===== src/hw/rtl/sm3_pkg.sv =====
package sm3_pkg;

    localparam int WordW    = 32;
    localparam int ChainLen = 8;
    localparam int BlockLen = 16;
    localparam int Rounds   = 64;

    localparam logic [WordW-1:0] T_LOW    = 32'h79cc4519;
    localparam logic [WordW-1:0] T_HIGH   = 32'h7a879d8a;
    localparam logic [WordW-1:0] PAD_WORD = 32'h80000000;
    localparam logic [7:0]       PAD_BYTE = 8'h80;

    typedef logic [ChainLen-1:0][WordW-1:0] chain_t;

    localparam chain_t SM3_IV = {
        32'hb0fb0e4e, 32'he38dee4d, 32'h163138aa, 32'ha96f30bc,
        32'hda8a0600, 32'h172442d7, 32'h4914b2b9, 32'h7380166f
    };

    typedef enum logic [1:0] {
        ST_IDLE,
        ST_PAD,
        ST_COMP,
        ST_OUT
    } state_t;

    // Requests from the sequencer to the compression unit.
    typedef struct packed {
        logic             push;
        logic [WordW-1:0] word;
        logic             start;
        logic             iv_load;
    } cmp_ctrl_t;

    typedef struct packed {
        logic busy;
        logic done;
    } cmp_stat_t;

    function automatic logic [WordW-1:0] rotl32(input logic [WordW-1:0] x, input int n);
        logic [2*WordW-1:0] d;
        d = {x, x} << (n % WordW);
        return d[2*WordW-1:WordW];
    endfunction

    function automatic logic [WordW-1:0] perm0(input logic [WordW-1:0] x);
        return x ^ rotl32(x, 9) ^ rotl32(x, 17);
    endfunction

    function automatic logic [WordW-1:0] perm1(input logic [WordW-1:0] x);
        return x ^ rotl32(x, 15) ^ rotl32(x, 23);
    endfunction

endpackage


===== src/hw/rtl/sm3_compress.sv =====
module sm3_compress
    import sm3_pkg::*;
(
    input  logic      aclk,
    input  logic      aresetn,
    input  cmp_ctrl_t ctrl,
    output cmp_stat_t stat,
    output chain_t    chain
);

    logic [BlockLen-1:0][WordW-1:0] win_reg;
    logic [ChainLen-1:0][WordW-1:0] v_reg, v_next;
    chain_t                         chain_reg;
    logic [WordW-1:0]               t_reg;
    logic [5:0]                     round_reg;
    logic                           busy_reg;

    logic [WordW-1:0] a12, ss1, ss2, ff, gg, tt1, tt2, w_new;
    logic             early;
    logic             last_round;

    assign early      = (round_reg[5:4] == 2'd0);
    assign last_round = busy_reg && (round_reg == 6'(Rounds - 1));

    // One SM3 round: the window head is w[j], four ahead is w[j+4].
    always_comb begin
        a12 = rotl32(v_reg[0], 12);
        ss1 = rotl32(a12 + v_reg[4] + t_reg, 7);
        ss2 = ss1 ^ a12;
        if (early) begin
            ff = v_reg[0] ^ v_reg[1] ^ v_reg[2];
            gg = v_reg[4] ^ v_reg[5] ^ v_reg[6];
        end else begin
            ff = (v_reg[0] & v_reg[1]) | (v_reg[0] & v_reg[2]) | (v_reg[1] & v_reg[2]);
            gg = (v_reg[4] & v_reg[5]) | (~v_reg[4] & v_reg[6]);
        end
        tt1 = ff + v_reg[3] + ss2 + (win_reg[0] ^ win_reg[4]);
        tt2 = gg + v_reg[7] + ss1 + win_reg[0];
        v_next[0] = tt1;
        v_next[1] = v_reg[0];
        v_next[2] = rotl32(v_reg[1], 9);
        v_next[3] = v_reg[2];
        v_next[4] = perm0(tt2);
        v_next[5] = v_reg[4];
        v_next[6] = rotl32(v_reg[5], 19);
        v_next[7] = v_reg[6];
        w_new = perm1(win_reg[0] ^ win_reg[7] ^ rotl32(win_reg[13], 15))
                ^ rotl32(win_reg[3], 7) ^ win_reg[10];
    end

    // The block buffer doubles as the message expansion window.
    always_ff @(posedge aclk) begin
        if (ctrl.push) begin
            win_reg <= {ctrl.word, win_reg[BlockLen-1:1]};
        end else if (busy_reg) begin
            win_reg <= {w_new, win_reg[BlockLen-1:1]};
        end
        if (ctrl.start) begin
            v_reg <= chain_reg;
        end else if (busy_reg) begin
            v_reg <= v_next;
        end
        if (ctrl.start) begin
            t_reg <= T_LOW;
        end else if (round_reg == 6'd15) begin
            t_reg <= rotl32(T_HIGH, 16);
        end else begin
            t_reg <= rotl32(t_reg, 1);
        end
    end

    always_ff @(posedge aclk) begin
        if (!aresetn) begin
            chain_reg <= SM3_IV;
            round_reg <= '0;
            busy_reg  <= 1'b0;
        end else begin
            if (ctrl.iv_load) begin
                chain_reg <= SM3_IV;
            end else if (last_round) begin
                chain_reg <= chain_reg ^ v_next;
            end
            if (ctrl.start) begin
                round_reg <= '0;
                busy_reg  <= 1'b1;
            end else if (busy_reg) begin
                round_reg <= round_reg + 6'd1;
                if (last_round) begin
                    busy_reg <= 1'b0;
                end
            end
        end
    end

    assign stat.busy = busy_reg;
    assign stat.done = last_round;
    assign chain     = chain_reg;

    rnd_start_idle: assert property (@(posedge aclk) disable iff (!aresetn)
        ctrl.start |-> !busy_reg)
        else $error("compression started while a block is in flight");

    rnd_no_push_busy: assert property (@(posedge aclk) disable iff (!aresetn)
        busy_reg |-> !ctrl.push)
        else $error("word pushed during compression");

    rnd_done_idle: assert property (@(posedge aclk) disable iff (!aresetn)
        last_round |=> !busy_reg && round_reg == '0)
        else $error("round counter did not wrap after the final round");

endmodule


===== src/hw/rtl/sm3_hash_engine_top.sv =====
// SM3 hash engine. Message words stream in big-endian on the s_ side, one
// beat per word; the beat with s_tlast set carries 0 to 4 leading valid bytes
// in s_tuser and starts padding. Each word is accepted while idle, except that
// the sixteenth word of a block starts a compression, one round per cycle
// in a single shared round unit, during which s_tready is low. After the last
// word the padding words go in one per cycle while no compression runs (up to
// 18 of them, running one extra compression when the length does not fit),
// then the eight digest words A..H leave on the m_ side, m_tlast on H. A
// message's tail adds 2 to 18 pad words, one or two compressions and 8 output
// beats. The engine is then ready with the initial value reloaded.
module sm3_hash_engine_top
    import sm3_pkg::*;
(
    input  logic        aclk,
    input  logic        aresetn,
    input  logic        s_tvalid,
    output logic        s_tready,
    input  logic [31:0] s_tdata,  // msg_word[31:0]
    input  logic [2:0]  s_tuser,  // valid_bytes[2:0]
    input  logic        s_tlast,  // last_word
    output logic        m_tvalid,
    input  logic        m_tready,
    output logic [31:0] m_tdata,  // digest_word[31:0]
    output logic        m_tlast   // digest_last
);

    state_t      state_reg, state_next;
    logic [3:0]  fill_reg, fill_next;
    logic [63:0] len_reg, len_next;
    logic        pend80_reg, pend80_next;
    logic        lenph_reg, lenph_next;
    logic        final_reg, final_next;
    logic        pad_reg, pad_next;
    logic [2:0]  idx_reg, idx_next;

    cmp_ctrl_t ctrl;
    cmp_stat_t stat;
    chain_t    chain;

    logic [2:0]       nbytes;
    logic [WordW-1:0] keep_mask, pad_bit;

    sm3_compress u_cmp (
        .aclk    (aclk),
        .aresetn (aresetn),
        .ctrl    (ctrl),
        .stat    (stat),
        .chain   (chain)
    );

    always_comb begin
        nbytes = (s_tuser > 3'd4) ? 3'd4 : s_tuser;
        unique case (nbytes)
            3'd0:    begin keep_mask = 32'h00000000; pad_bit = {PAD_BYTE, 24'h0}; end
            3'd1:    begin keep_mask = 32'hff000000; pad_bit = {8'h0, PAD_BYTE, 16'h0}; end
            3'd2:    begin keep_mask = 32'hffff0000; pad_bit = {16'h0, PAD_BYTE, 8'h0}; end
            3'd3:    begin keep_mask = 32'hffffff00; pad_bit = {24'h0, PAD_BYTE}; end
            default: begin keep_mask = 32'hffffffff; pad_bit = 32'h0; end
        endcase
    end

    always_comb begin
        state_next   = state_reg;
        fill_next    = fill_reg;
        len_next     = len_reg;
        pend80_next  = pend80_reg;
        lenph_next   = lenph_reg;
        final_next   = final_reg;
        pad_next     = pad_reg;
        idx_next     = idx_reg;
        ctrl.push    = 1'b0;
        ctrl.word    = '0;
        ctrl.start   = 1'b0;
        ctrl.iv_load = 1'b0;
        s_tready     = 1'b0;
        m_tvalid     = 1'b0;

        unique case (state_reg)
            ST_IDLE: begin
                s_tready = 1'b1;
                if (s_tvalid) begin
                    ctrl.push = 1'b1;
                    if (!s_tlast) begin
                        ctrl.word = s_tdata;
                        len_next  = len_reg + 64'd32;
                    end else begin
                        len_next    = len_reg + {58'd0, nbytes, 3'd0};
                        ctrl.word   = (s_tdata & keep_mask) | pad_bit;
                        pend80_next = (nbytes == 3'd4);
                        pad_next    = 1'b1;
                        state_next  = ST_PAD;
                    end
                end
            end
            ST_PAD: begin
                ctrl.push = 1'b1;
                priority if (pend80_reg) begin
                    ctrl.word   = PAD_WORD;
                    pend80_next = 1'b0;
                end else if (lenph_reg) begin
                    ctrl.word  = len_reg[31:0];
                    lenph_next = 1'b0;
                    final_next = 1'b1;
                end else if (fill_reg == 4'd14) begin
                    ctrl.word  = len_reg[63:32];
                    lenph_next = 1'b1;
                end else begin
                    ctrl.word = '0;
                end
            end
            ST_COMP: begin
                if (stat.done) begin
                    priority if (final_reg) begin
                        state_next = ST_OUT;
                    end else if (pad_reg) begin
                        state_next = ST_PAD;
                    end else begin
                        state_next = ST_IDLE;
                    end
                end
            end
            ST_OUT: begin
                m_tvalid = 1'b1;
                if (m_tready) begin
                    idx_next = idx_reg + 3'd1;
                    if (idx_reg == 3'(ChainLen - 1)) begin
                        ctrl.iv_load = 1'b1;
                        len_next     = '0;
                        pad_next     = 1'b0;
                        final_next   = 1'b0;
                        state_next   = ST_IDLE;
                    end
                end
            end
            default: begin
                state_next = ST_IDLE;
            end
        endcase

        // A word that completes the block hands over to the round unit.
        if (ctrl.push) begin
            fill_next = fill_reg + 4'd1;
            if (fill_reg == 4'(BlockLen - 1)) begin
                ctrl.start = 1'b1;
                state_next = ST_COMP;
            end
        end
    end

    always_ff @(posedge aclk) begin
        if (!aresetn) begin
            state_reg  <= ST_IDLE;
            fill_reg   <= '0;
            len_reg    <= '0;
            pend80_reg <= 1'b0;
            lenph_reg  <= 1'b0;
            final_reg  <= 1'b0;
            pad_reg    <= 1'b0;
            idx_reg    <= '0;
        end else begin
            state_reg  <= state_next;
            fill_reg   <= fill_next;
            len_reg    <= len_next;
            pend80_reg <= pend80_next;
            lenph_reg  <= lenph_next;
            final_reg  <= final_next;
            pad_reg    <= pad_next;
            idx_reg    <= idx_next;
        end
    end

    assign m_tdata = chain[idx_reg];
    assign m_tlast = (idx_reg == 3'(ChainLen - 1));

    top_one_side: assert property (@(posedge aclk) disable iff (!aresetn)
        !(s_tready && m_tvalid))
        else $error("input and output open at once");

    top_out_aligned: assert property (@(posedge aclk) disable iff (!aresetn)
        m_tvalid |-> fill_reg == '0 && !stat.busy)
        else $error("digest shown with a partial block");

    top_done_in_comp: assert property (@(posedge aclk) disable iff (!aresetn)
        stat.done |-> state_reg == ST_COMP)
        else $error("round unit finished outside compression");

    top_back_idle: assert property (@(posedge aclk) disable iff (!aresetn)
        m_tvalid && m_tready && m_tlast |=> s_tready && len_reg == '0)
        else $error("engine not reset after the digest");

endmodule


===== config.mk =====
export PLATFORM = sky130hd
export DESIGN_NAME = sm3_hash_engine_top
export DESIGN_NICKNAME = d
export VERILOG_FILES = /design/src/hw/rtl/sm3_pkg.sv /design/src/hw/rtl/sm3_compress.sv /design/src/hw/rtl/sm3_hash_engine_top.sv
export SDC_FILE = /design/constraint.sdc
export NUM_CORES = 2
export LEC_CHECK = 0
export CORE_ASPECT_RATIO = 0.5
export CORE_MARGIN = 2
export CORE_UTILIZATION = 40
export DETAILED_ROUTE_END_ITERATION = 12
export DONT_BUFFER_PORTS = 1
export PLACE_DENSITY = 0.66
export SYNTH_ARGS = -nofsm -noshare
export SYNTH_HDL_FRONTEND = slang
export SYNTH_SLANG_ARGS = --single-unit

===== constraint.sdc =====
create_clock -name aclk -period 14.15 [get_ports aclk]
set_clock_uncertainty 0.15 [all_clocks]
set_input_delay 0.7075 -clock aclk [delete_from_list [all_inputs] [get_ports aclk]]
set_output_delay 0.7075 -clock aclk [all_outputs]
set_load 0.01 [all_outputs]

# Word-level counts from Yosys, hierarchy flattened
# Cells that the tools add are included.
[totals]
register_bits = 1140
in_bits = 40
output_inout_bits = 35
[classes]
addsub = 13
order_cmp = 2
n_eq_ne = 18
n_mux = 56
n_bitwise = 28
n_reduce_logical = 18
[ops]
columns = ["cell", "count"]
rows = [
  ["512-bit 2-to-1 mux", 2],
  ["256-bit 2-to-1 mux", 2],
  ["32-bit XOR", 14],
  ["32-bit adder", 8],
  ["32-bit 2-to-1 mux", 8],
  ["64-bit 2-to-1 mux", 4],
  ["32-bit one-hot mux with 4 select lines", 2],
  ["256-bit XOR", 1],
  ["32-bit AND", 6],
  ["32-bit bitwise OR", 4],
  ["64-bit one-hot mux with 2 select lines", 1],
  ["32-bit binary-select mux with 3-bit select", 1],
  ["33-bit one-hot mux with 2 select lines", 1],
  ["64-bit by 6-bit adder with 64-bit output", 1],
  ["64-bit by 6-bit adder with 64-bit output (second input constant)", 1],
  ["33-bit 2-to-1 mux", 1],
  ["32-bit inverter", 1],
  ["1-bit 2-to-1 mux", 21],
  ["2-bit 2-to-1 mux", 8],
  ["2-bit != test (second input constant)", 6],
  ["5-bit AND reduction", 2],
  ["2-bit nonzero test", 5],
  ["4-bit == test (second input constant)", 2],
  ["6-bit by 1-bit adder with 6-bit output (second input constant)", 1],
  ["other kinds (22)", 32],
]

# Longest topological paths before layout
[depth]
depth_word = 11
ltp_mapped = 33

# Hierarchy
# From an unflattened synthesis, not the netlist that was laid out.
[unflattened]
cells_unflattened = 4664
area_unflattened_um2 = 57074.7
[modules_own_cells]
columns = ["module", "instances", "cells_each", "area_per_inst_um2", "seq_area_each_um2"]
rows = [
  ["sm3_compress", 1, 3989, 50771.2, 28967.8],
  ["sm3_hash_engine_top", 1, 675, 6303.5, 1481.4],
]

# Worst setup path before layout
# No wires, ideal clock.
[synth_timing]
kind = "reg2reg"
from = "reg u_cmp.busy_reg"
to = "reg u_cmp.win_reg[0] in the netlist's numbering (enable)"
setup_ps = 970
arrival_ps = 12731
required_time_ps = 13030
path_slack_ps = 299
stages_incl_launch_ff = 3
n_path_buf = 1
period_less_slack_ps = 13851
path_cell_list = "dfxtp_1 clkbuf_1 nand2b_1"
[synth_between]
elab_chain_len = 1
[synth_lines]
columns = ["item", "line", "rtl"]
rows = [
  ["from (decl)", "sm3_compress.sv:16", "logic busy_reg;"],
  ["from (signal assigned)", "sm3_compress.sv:76", "busy_reg <= 1'b0;"],
  ["from (signal assigned)", "sm3_compress.sv:85", "busy_reg <= 1'b1;"],
  ["from (signal assigned)", "sm3_compress.sv:89", "busy_reg <= 1'b0;"],
  ["2-bit nonzero test (no line)", "--", ""],
  ["to (signal assigned)", "sm3_compress.sv:54", "win_reg <= {ctrl.word, win_reg[BlockLen-1:1]};"],
  ["to (signal assigned)", "sm3_compress.sv:56", "win_reg <= {w_new, win_reg[BlockLen-1:1]};"],
  ["to (decl)", "sm3_compress.sv:11", "logic [BlockLen-1:0][WordW-1:0] win_reg;"],
]
# No other way between the ends.
# A chain may end at the register's enable or synchronous reset.

# Worst setup path after layout
[layout_timing]
from = "reg u_cmp.v_reg, in the netlist u_cmp.a12[1]"
to = "reg u_cmp.chain_reg, in the netlist u_cmp.chain[30]"
[layout_between]
elab_chain_len = 8
[layout_lines]
columns = ["item", "line", "rtl"]
rows = [
  ["from (decl)", "sm3_compress.sv:12", "logic [ChainLen-1:0][WordW-1:0] v_reg, v_next;"],
  ["from (signal assigned)", "sm3_compress.sv:59", "v_reg <= chain_reg;"],
  ["from (signal assigned)", "sm3_compress.sv:61", "v_reg <= v_next;"],
  ["branches (longest 5 deep; another with 32-bit adder)", "--", ""],
  ["32-bit adder (*) (2 in a row)", "sm3_compress.sv:37", "tt1 = ff + v_reg[3] + ss2 + (win_reg[0] ^ win_reg[4]);"],
  ["256-bit XOR (*)", "sm3_compress.sv:81", "chain_reg <= chain_reg ^ v_next;"],
  ["to (signal assigned)", "sm3_compress.sv:81", ""],
  ["to (decl)", "sm3_compress.sv:13", "chain_t chain_reg;"],
]
# Every way passes the cells marked *.

==> summary.md <==
| Metric | Value |
|---|---|
| Mapped Nets | `5355` |
| DIE AREA | `0.145 mm²` |
| Deepest clock path buffer count | `3` |
| CP Class | `reg -> reg` |
| Num Clock Sinks | `1137` |
| # rows | `97` |
| Worst-Margin Slew | `1.35 ns` |
| Avg Cell Area, Syn | `11.3 µm²` |
| Hold Vio Cnt, Final | `0` |
| # DRC | `0` |
| Max FFs per register | `512` |
| Leak pwr | `23.2 nW` |
| GP Congestion | `1.03` |
| Ports | `75` |
| Status | `finished clean` |
| R2R cell count | `30` |
| Core Box Area | `0.140 mm²` |
| Max Transition Viols Final | `0` |
| R2r endpoint | `u_cmp.chain[30]$_SDFFE_PP1P_` |
| PortBufs | `0` |
| DR pass1 iterations | `6` |
| Area of the multi-input gates | `0.0247 mm²` |
| # fillers | `12800` |
| Count leader, synth | `nand2_1` |
| PwrDens | `151 mW/mm²` |
| Setup TNS | `0 ns` |
| Delay of the slowest cell on the worst path | `0.82 ns` |
| Drt total wl | `183000 µm` |
| Die width | `536 µm` |
| Largest net degree at the start of global routing | `208` |
| Post-synth EDFFs | `768` |
| Register area | `0.0305 mm²` |
| Ys flop type | `edfxtp_1` |
| Hold_sp | `aresetn` |
| Gr ovfl total | `0` |
| Reg-to-reg slack, setup | `5.01 ns` |
| Yosys warnings | `0` |
| Worst Setup SP | `u_cmp.a12[1]$_DFFE_PP_` |
| Via/cell ratio | `5.65` |
| Seq cells post-synth | `1137` |
| Non-filler cells, final | `6952` |
| Initial core utilization | `40.4%` |
| Initial antenna violation count | `7` |
| Layout cells sized above 1 | `7.30%` |
| Inst Count DP | `6751` |
| Sequential share of the synthesized area | `53.8%` |
| Top Family by Delay on Critical Path | `compound AO/OA/AOI/OAI gates` |
| Clk_lat worst skew | `0.75 ns` |
| WP data arrival | `9.58 ns` |
| # setup viols final | `0` |
| Synth top area share | `40.7%` |
| Synthesized instance count | `5021` |
| Startpoint Class | `flop` |
| Max-Cap Viols | `0` |
| R2R Path Start | `u_cmp.a12[1]$_DFFE_PP_` |
| Area Growth Syn to Fin | `9.84%` |
| RSZ-0062 raised after global routing | `false` |
| Cells resized by post-CTS repair | `0` |
| Number of nets with antenna violations after routing | `0` |
| Post-CTS Setup Bufs | `0` |
| H-tree lvl count | `3` |
| Fin nets | `5314` |
| Top cells by count, synth | `nand2_1, edfxtp_1, dfxtp_1` |
| First-pass GRT wire length | `263000 µm` |
| Async S/R FF share, synth | `0%` |
| Hold Path Stages | `2` |
| Avg WL per Cell | `26.4 µm` |
| # hold bufs at CTS | `5` |
| Ratio of final minimum period to clock period | `64.6%` |
| GR Util All Layers | `25.1%` |
| Critical Path RT | `14.59 ns` |
| CTS tree | `built` |
| Leading post-synthesis cells by cell area | `edfxtp_1, dfxtp_1, fa_1` |
| Fmax | `109 MHz` |
| Starting DRT DRC Count | `5151` |
| Crit. End Element | `flop` |
| CTS clk-pin slew, worst paths | `0.07 ns` |
| Leading area contributor after synthesis | `edfxtp_1` |
| DR vias | `39300` |
| Hold endpoint | `u_cmp.chain[139]$_SDFFE_PP0P_` |
| Vias in the first global route | `37000` |
| Peak supply drop | `0.000113 V` |
| Worst hold path type | `in -> reg` |
| CP Buf/Inv Count | `4` |
| Crit path time final | `9.14 ns` |
| Max_slew headroom | `9.61%` |
| Cts bufs inserted | `103` |
| CP Max Fanout | `4` |
| Hpwl dp | `136000 µm` |
| CP max-delay cell | `a31oi_1` |
| Clk Tree Root Cell | `clkbuf_16` |
| Die Span Y | `270 µm` |
| Count of cell types in the netlist | `88` |
| Syn Std Cell Area | `0.0566 mm²` |
-- report_power, final --
group          leakage (nW)  internal (W)  switching (W)  total (W)
logic                  11.2      0.000830        0.00151    0.00234
registers              10.3       0.00399       0.000142    0.00413
clock network          1.67       0.00157        0.00134    0.00291
total                  23.2       0.00639        0.00299    0.00939
-- cell type report --
class | count | area share (%)
Timing Repair Buffer | 63 | 0.821
Clock inverter | 61 | 1.08
Tap cell | 1881 | 3.78
Clock buffer | 133 | 4.46
Multi-Input combinational cell | 3486 | 39.7
Inverter | 189 | 1.14
Sequential cell | 1137 | 49.0
Antenna cell | 2 | 0.00805
-- cell usage in the layout, fill, tap and decap left out, types with 49 or more instances in the layout --
cell and count:
mux4_2 64, inv_1 189, fa_1 189, and3_1 134, o21ai_0 274, a21oi_1 254, xor2_1 258, ha_1 105
nand3_1 71, or3_1 61, edfxtp_1 768, nand2_1 952, clkbuf_16 104, nor3_1 49, mux2_2 51, buf_4 56
dfxtp_1 366, nor2_1 312, xnor2_1 314
-- stage by stage --
| stage | hold WS [ns] | util, % | power, W | instance area (µm²) | setup slack (ns) |
|---|---|---|---|---|---|
| after floorplan | 0.250 | - | 0.00575 | 56600 | 0.299 |
| after detailed placement | 0.255 | 41.8 | 0.00650 | 58700 | 5.25 |
| final | 0.0744 | 44.3 | 0.00939 | 62200 | 5.01 |
| after CTS | 0.0113 | 44.3 | 0.00942 | 62200 | 5.22 |
| after global routing | 0.0359 | 44.3 | 0.00977 | 62200 | 4.50 |
| after global placement | 0.250 | 41.8 | 0.00646 | 58700 | 5.32 |
-- worst register-to-register path: cells and delay by family, from the launching register on --
family                   cells  cell delay (ns)
XOR/XNOR                     2             0.69
flip-flops                   1             0.41
AO/OA/AOI/OAI               16             4.83
AND/OR/NAND/NOR              2             0.27
buffers and inverters        4             0.28
adder cells (fa/ha/maj)      6             2.37
-- worst max path at each step --
| stage | cells past startpoint | end | slack (ns) |
|---|---|---|---|
| after floorplan | 2 | u_cmp.win_reg[0]$_DFFE_PP_ | 0.30 |
| after global placement | 30 | u_cmp.chain[30]$_SDFFE_PP1P_ | 5.32 |
| after detailed placement | 30 | u_cmp.chain[30]$_SDFFE_PP1P_ | 5.25 |
| after CTS | 30 | u_cmp.chain[30]$_SDFFE_PP1P_ | 5.22 |
| after global routing | 30 | u_cmp.chain[30]$_SDFFE_PP1P_ | 4.50 |
| final | 30 | u_cmp.chain[30]$_SDFFE_PP1P_ | 5.01 |
-- cells by family (layout without fill, tap and decap cells) --
family	Yosys count	count (layout)	share of synthesized area (%)
mux	160	160	4.36
fa+ha+maj	295	295	9.02
other cells	0	2	0
buf+inv	398	446	2.70
simple gates	1690	1690	12.9
xor+xnor	581	581	9.20
flops	1137	1137	53.8
compound gates	760	760	8.01
-- routing by layer --
| metal | part of all wire [%] | vias up | wire length, µm | global-route usage, % |
|---|---|---|---|---|
| li1 | - | 17400 | - | - |
| met2 | 43 | 1758 | 79500 | 37.3 |
| met3 | 8.8 | 252 | 16200 | 4.85 |
| met1 | 45 | 19900 | 81700 | 36.8 |
| met4 | 3.1 | 6 | 5770 | 7.76 |
| met5 | 0.027 | - | 49 | 0 |
Power figures use the tool's default switching activity.
